`src/rtl/rqcd_pkg.sv`:
```
// Shared types, constants and key function for the ready queue dispatcher.
// Used by every module in rtl/; depends on nothing.
`timescale 1ns / 1ps

package rqcd_pkg;

  localparam int QUEUE_DEPTH = 128;
  localparam int MAX_CORES   = 32;
  localparam int KEY_BITS    = 16;

  localparam int CNT_W      = $clog2(QUEUE_DEPTH + 1);
  localparam int CORE_W     = (MAX_CORES > 1) ? $clog2(MAX_CORES) : 1;
  localparam int JOB_W      = 7;
  localparam int LEN_W      = 16;
  localparam int PRIO_W     = 6;
  localparam int POL_W      = 2;
  localparam int CCNT_W     = 6;
  localparam int ACT_W      = 7;
  localparam int CFG_IDX_W  = 1;
  localparam int CFG_DATA_W = 6;

  localparam logic [31:0] KEY_MAX32 = 32'((64'(1) << KEY_BITS) - 64'(1));

  localparam logic [POL_W-1:0] POL_SJF  = 2'd1;
  localparam logic [POL_W-1:0] POL_PRIO = 2'd2;

  localparam logic [CFG_IDX_W-1:0] REG_POLICY     = 1'b0;
  localparam logic [CFG_IDX_W-1:0] REG_CORE_COUNT = 1'b1;

  localparam logic MODE_ARRIVE = 1'b0;
  localparam logic MODE_FINISH = 1'b1;

  typedef enum logic [1:0] {
    S_IDLE,
    S_EXEC,
    S_DISP
  } state_t;

  // command broadcast to every queue cell
  typedef struct packed {
    logic                insert;
    logic                pop;
    logic                sorted;
    logic [KEY_BITS-1:0] key;
    logic [JOB_W-1:0]    job;
  } q_op_t;

  typedef struct packed {
    logic              free_en;
    logic [CORE_W-1:0] free_idx;
    logic              claim_en;
  } core_req_t;

  typedef struct packed {
    logic              avail;
    logic [CORE_W-1:0] idx;
  } core_stat_t;

  // Sort key: saturated length for SJF, sign-flipped priority for priority order,
  // zero for arrival order.
  function automatic logic [KEY_BITS-1:0] make_key(input logic [POL_W-1:0]  pol,
                                                   input logic [LEN_W-1:0]  len,
                                                   input logic [PRIO_W-1:0] prio);
    logic [KEY_BITS-1:0] key;
    logic [31:0]         len32;
    key   = '0;
    len32 = 32'(len);
    if (pol == POL_SJF) begin
      if (len32 > KEY_MAX32) begin
        key = KEY_BITS'(KEY_MAX32);
      end else begin
        key = KEY_BITS'(len32);
      end
    end else if (pol == POL_PRIO) begin
      key = KEY_BITS'({~prio[PRIO_W-1], prio[PRIO_W-2:0]});
    end
    return key;
  endfunction

endpackage

```
`src/rtl/rqcd_cores.sv`:
```
// Core busy table and lowest-free-core search below the active core count.
// Depends on rqcd_pkg.
`timescale 1ns / 1ps

module rqcd_cores (
  input  logic                        clk,
  input  logic                        rst_n,
  input  logic [rqcd_pkg::CCNT_W-1:0] core_count,
  input  rqcd_pkg::core_req_t         req,
  output rqcd_pkg::core_stat_t        stat
);

  logic [rqcd_pkg::MAX_CORES-1:0] busy_r, busy_nxt;
  logic [rqcd_pkg::ACT_W-1:0]     act;
  logic                           free_ok;

  // 0 counts as 1, anything above the core total is clamped
  always_comb begin
    if (core_count == '0) begin
      act = rqcd_pkg::ACT_W'(1);
    end else if (rqcd_pkg::ACT_W'(core_count) > rqcd_pkg::ACT_W'(rqcd_pkg::MAX_CORES)) begin
      act = rqcd_pkg::ACT_W'(rqcd_pkg::MAX_CORES);
    end else begin
      act = rqcd_pkg::ACT_W'(core_count);
    end
  end

  always_comb begin
    stat.avail = 1'b0;
    stat.idx   = '0;
    for (int i = rqcd_pkg::MAX_CORES - 1; i >= 0; i--) begin
      if (!busy_r[i] && (rqcd_pkg::ACT_W'(i) < act)) begin
        stat.avail = 1'b1;
        stat.idx   = rqcd_pkg::CORE_W'(i);
      end
    end
  end

  assign free_ok = ({1'b0, req.free_idx} < (rqcd_pkg::CORE_W + 1)'(rqcd_pkg::MAX_CORES));

  always_comb begin
    busy_nxt = busy_r;
    if (req.free_en && free_ok) begin
      busy_nxt[req.free_idx] = 1'b0;
    end
    if (req.claim_en) begin
      busy_nxt[stat.idx] = 1'b1;
    end
  end

  always_ff @(posedge clk) begin
    if (!rst_n) begin
      busy_r <= '0;
    end else begin
      busy_r <= busy_nxt;
    end
  end

endmodule

```
`config.mk`:
```
export PLATFORM = sky130hd
export DESIGN_NAME = rqcd_cores
export DESIGN_NICKNAME = d
export VERILOG_FILES = /design/src/rtl/rqcd_pkg.sv /design/src/rtl/rqcd_cores.sv
export SDC_FILE = /design/constraint.sdc
export NUM_CORES = 1
export LEC_CHECK = 0
export ABC_AREA = 1
export BUFFER_PORTS_ARGS = -buffer_cell sky130_fd_sc_hd__buf_2
export CORE_MARGIN = 1
export CORE_UTILIZATION = 30
export CTS_CLUSTER_DIAMETER = 150
export DETAILED_ROUTE_END_ITERATION = 8
export PLACE_DENSITY = 0.58
export REMOVE_ABC_BUFFERS = 1
export SLEW_MARGIN = 5
export SYNTH_ARGS = -nofsm -noshare
export SYNTH_HDL_FRONTEND = slang
export SYNTH_SLANG_ARGS = --single-unit
```
`constraint.sdc`:
```
create_clock -name clk -period 3.55 [get_ports clk]
set_clock_uncertainty 0.05 [all_clocks]
set_input_delay 0.1775 -clock clk [delete_from_list [all_inputs] [get_ports clk]]
set_output_delay 0.1775 -clock clk [all_outputs]
set_load 0.01 [all_outputs]
```
==> metrics.md <==
| Metric | Value |
|---|---|
| Congestion Overflow GR | 0 |
| Unrepaired setup endpoints after global routing | no |
| Share of layout cells above drive strength 1 | 12.9% |
| I/O Buffers | 20 |
| Antenna Nets Post-Route | 0 |
| Final min period | 3.11 ns |
| Routed wire length | 6990 um |
| Slew @ Worst Pin | 0.978 ns |
| Vias | 2,519 |
| Slowest cell delay on critical path | 0.19 ns |
| Synth Warn # | 0 |
| Final Hold Fails | 0 |
| Most flops, register | busy_r |
| Part of the power in the clock network | 32.1% |
| Biggest regs | busy_r (32) |
| Sequential cell area | 641 sq um |
| Die height | 89.0 um |
| Pre-antenna DRT Iters | 5 |
| Slowest cell on the critical path | nor2_2 |
| Period Utilization, post-route | 87.7% |
| Area of the die | 0.00792 sq mm |
| CP Data Required Time | 3.32 ns |
| HP Class | in2reg |
| Setup Crit Path Kind | in2out |
| PwrDens | 305 mW/mm^2 |
| CTS max path bufs | 2 |
| CP endpoint kind | output port |
| Global-route wire length before repair | 11,100 um |
| Area share of the largest cell type after synthesis | 28.2% |
| Clock latency on the worst-skew pair | 0.28 ns |
| Die width | 89.0 um |
| Remaining DRCs | 0 |
| Core box area | 0.00729 sq mm |
| Commonest cells after routing, fill and taps aside | inv_1 (53), nand2_1 (50), nor2_1 (49), a21oi_1 (44), o21ai_0 (34) |
| Post-CTS setup buffers | 0 |
| CTS tree | built |
| Synth area leaders | dfxtp_1 (28%), a21oi_1 (9.7%), inv_1 (8.8%) |
| WP data arrival | 2.89 ns |
| Design Area, Final | 0.00251 sq mm |
| Fmax | 0.321 GHz |
| Post-Place Cell Area | 0.00244 sq mm |
| Number of flip-flops in the largest register | 32 |
| Area grow syn2layout | 10.5% |
| Filler cell count in the final layout | 831 |
| Post-cts hold buffer count | 0 |
| Cell at the root of the clock tree | clkbuf_8 |
| Final Wtd Congestion | 0.915 |
| Rel. slew slack | 34.7% |
| Total clock buffers created by CTS | 5 |
| Final hold slack | 0.356 ns |
| Seq/Total Area, Yosys | 28.2% |
| Most common cell after layout, fill and taps aside | inv_1 |
| Sw Pwr | 233 uW |
| Mapped Cells | 370 |
| Run status | complete, no violations |
| Pint | 532 uW |
| Peak supply drop | 0.156 mV |
| Synth Area per Inst | 6.14 sq um |
| Worst-path clk slew | 0.06 ns |
| CTS H-tree lvls | 2 |
| Flip-flop and latch count after synthesis | 32 |
| Comb pwr share | 20.5% |
| Worst Path Max Fanout | 17 |
| Dpl hpwl | 5490 um |
| Area of the mapped netlist | 0.00227 sq mm |
| Layout Nets | 404 |
| Synth cell types | 28 |
| Number of global-route vias before repair | 2,252 |
| Total power | 765 uW |
| GR Util All Layers | 18.6% |
| Max-cap violation count | 0 |
| Pleak | 0.00109 uW |
| Cell taking the most area after synthesis | dfxtp_1 |
| Largest net degree at the start of global routing | 33 |
| Footprint of the multi-input gates | 0.00135 sq mm |
| Post-CTS sizing | 0 |
| Antenna Cells | 0 |
| WL per Instance | 14.4 um |
| Sequential share of power | 47.4% |
| Avg Vias per Cell | 5.18 |
| Initial Util | 31.1% |
| Setup tns final | 0 ns |
| DR iter-0 viols | 162 |
| Max-slew violations | 0 |
| CTS sink count | 32 |
| Initial antenna violation count | 0 |
| Worst path most repeated cell | nand2_1 |
| Final setup violation count | 0 |
| CP Launch Type | input pin |
| Sw Share | 30.4% |
| # IOs | 21 |
| Cell Rows | 31 |
## power groups by stage
stage	registers (uW)	logic (uW)	clock network [uW]
4_1_cts	363	154	251
5_1_grt	363	176	263
3_3_place_gp	371	154	0
3_5_place_dp	371	153	0
6_report	363	157	246
2_1_floorplan	370	108	0
## area by class of cell
type                            instances  area share, %
Multi-Input combinational cell        271           53.8
Tap cell                               99           4.94
Inverter                               58           8.67
Clock buffer                            5           2.74
Timing Repair Buffer                   21           4.29
Sequential cell                        32           25.5
## worst max-delay path: cells and delay by family
kind / cells / cell delay [ns]
AO/OA/AOI/OAI: 1 / 0.13
buffers and inverters: 5 / 0.59
AND/OR/NAND/NOR: 29 / 1.98
## through the flow
step           instances  util (%)  setup slack [ns]
2_1_floorplan        361         -              1.10
3_3_place_gp         481      33.5             0.408
3_5_place_dp         481      33.5             0.397
4_1_cts              486      34.4             0.493
5_1_grt              486      34.4            0.0556
6_report             486      34.4             0.436
## routing by layer
| layer | wire, um | share of wire, % | track usage (%) | vias to the layer above |
|---|---|---|---|---|
| met5 | 0 | 0 | 0 | - |
| met4 | 89 | 1.3 | 5.19 | 0 |
| met3 | 606 | 8.7 | 2.77 | 7 |
| met2 | 3020 | 43 | 28.5 | 119 |
| met1 | 3280 | 47 | 27.1 | 1121 |
| li1 | - | - | - | 1272 |
## Yosys cell counts
master and n:
a211oi_1 3, a21oi_1 44, a21oi_2 1, a31oi_1 1, buf_2 1, buf_4 1
buf_6 3, clkbuf_1 4, dfxtp_1 32, inv_1 53, inv_2 5, nand2_1 50
nand2_2 4, nand2_4 4, nand3_1 32, nand3_2 1, nand4_1 17, nor2_1 49
nor2_2 2, nor2_4 5, nor3_1 16, nor4_1 1, o211ai_1 1, o21ai_0 34
o21ai_1 2, o21ai_2 2, o21bai_1 1, o31ai_1 1
## logic make-up (layout without fill, tap and decap cells)
kind of cell	after synthesis	after routing	share of synthesized area, %
DFF	32	32	28.2
buffers and inverters	67	84	12.3
AOI/OAI and AO/OA	90	90	21.0
and+or+nand+nor	181	181	38.5
## path summary, 6_finish.rpt
check | end | startpoint | slack [ns] | cells past startpoint
max | stat[0] | core_count[5] | 0.44 | 35
min | busy_r[21] | req[5] | 0.36 | 4
max reg2reg | busy_r[28] | busy_r[29] | 1.03 | 30
min reg2reg | busy_r[0] | busy_r[0] | 0.43 | 2
(Power assumes the default switching activity.)
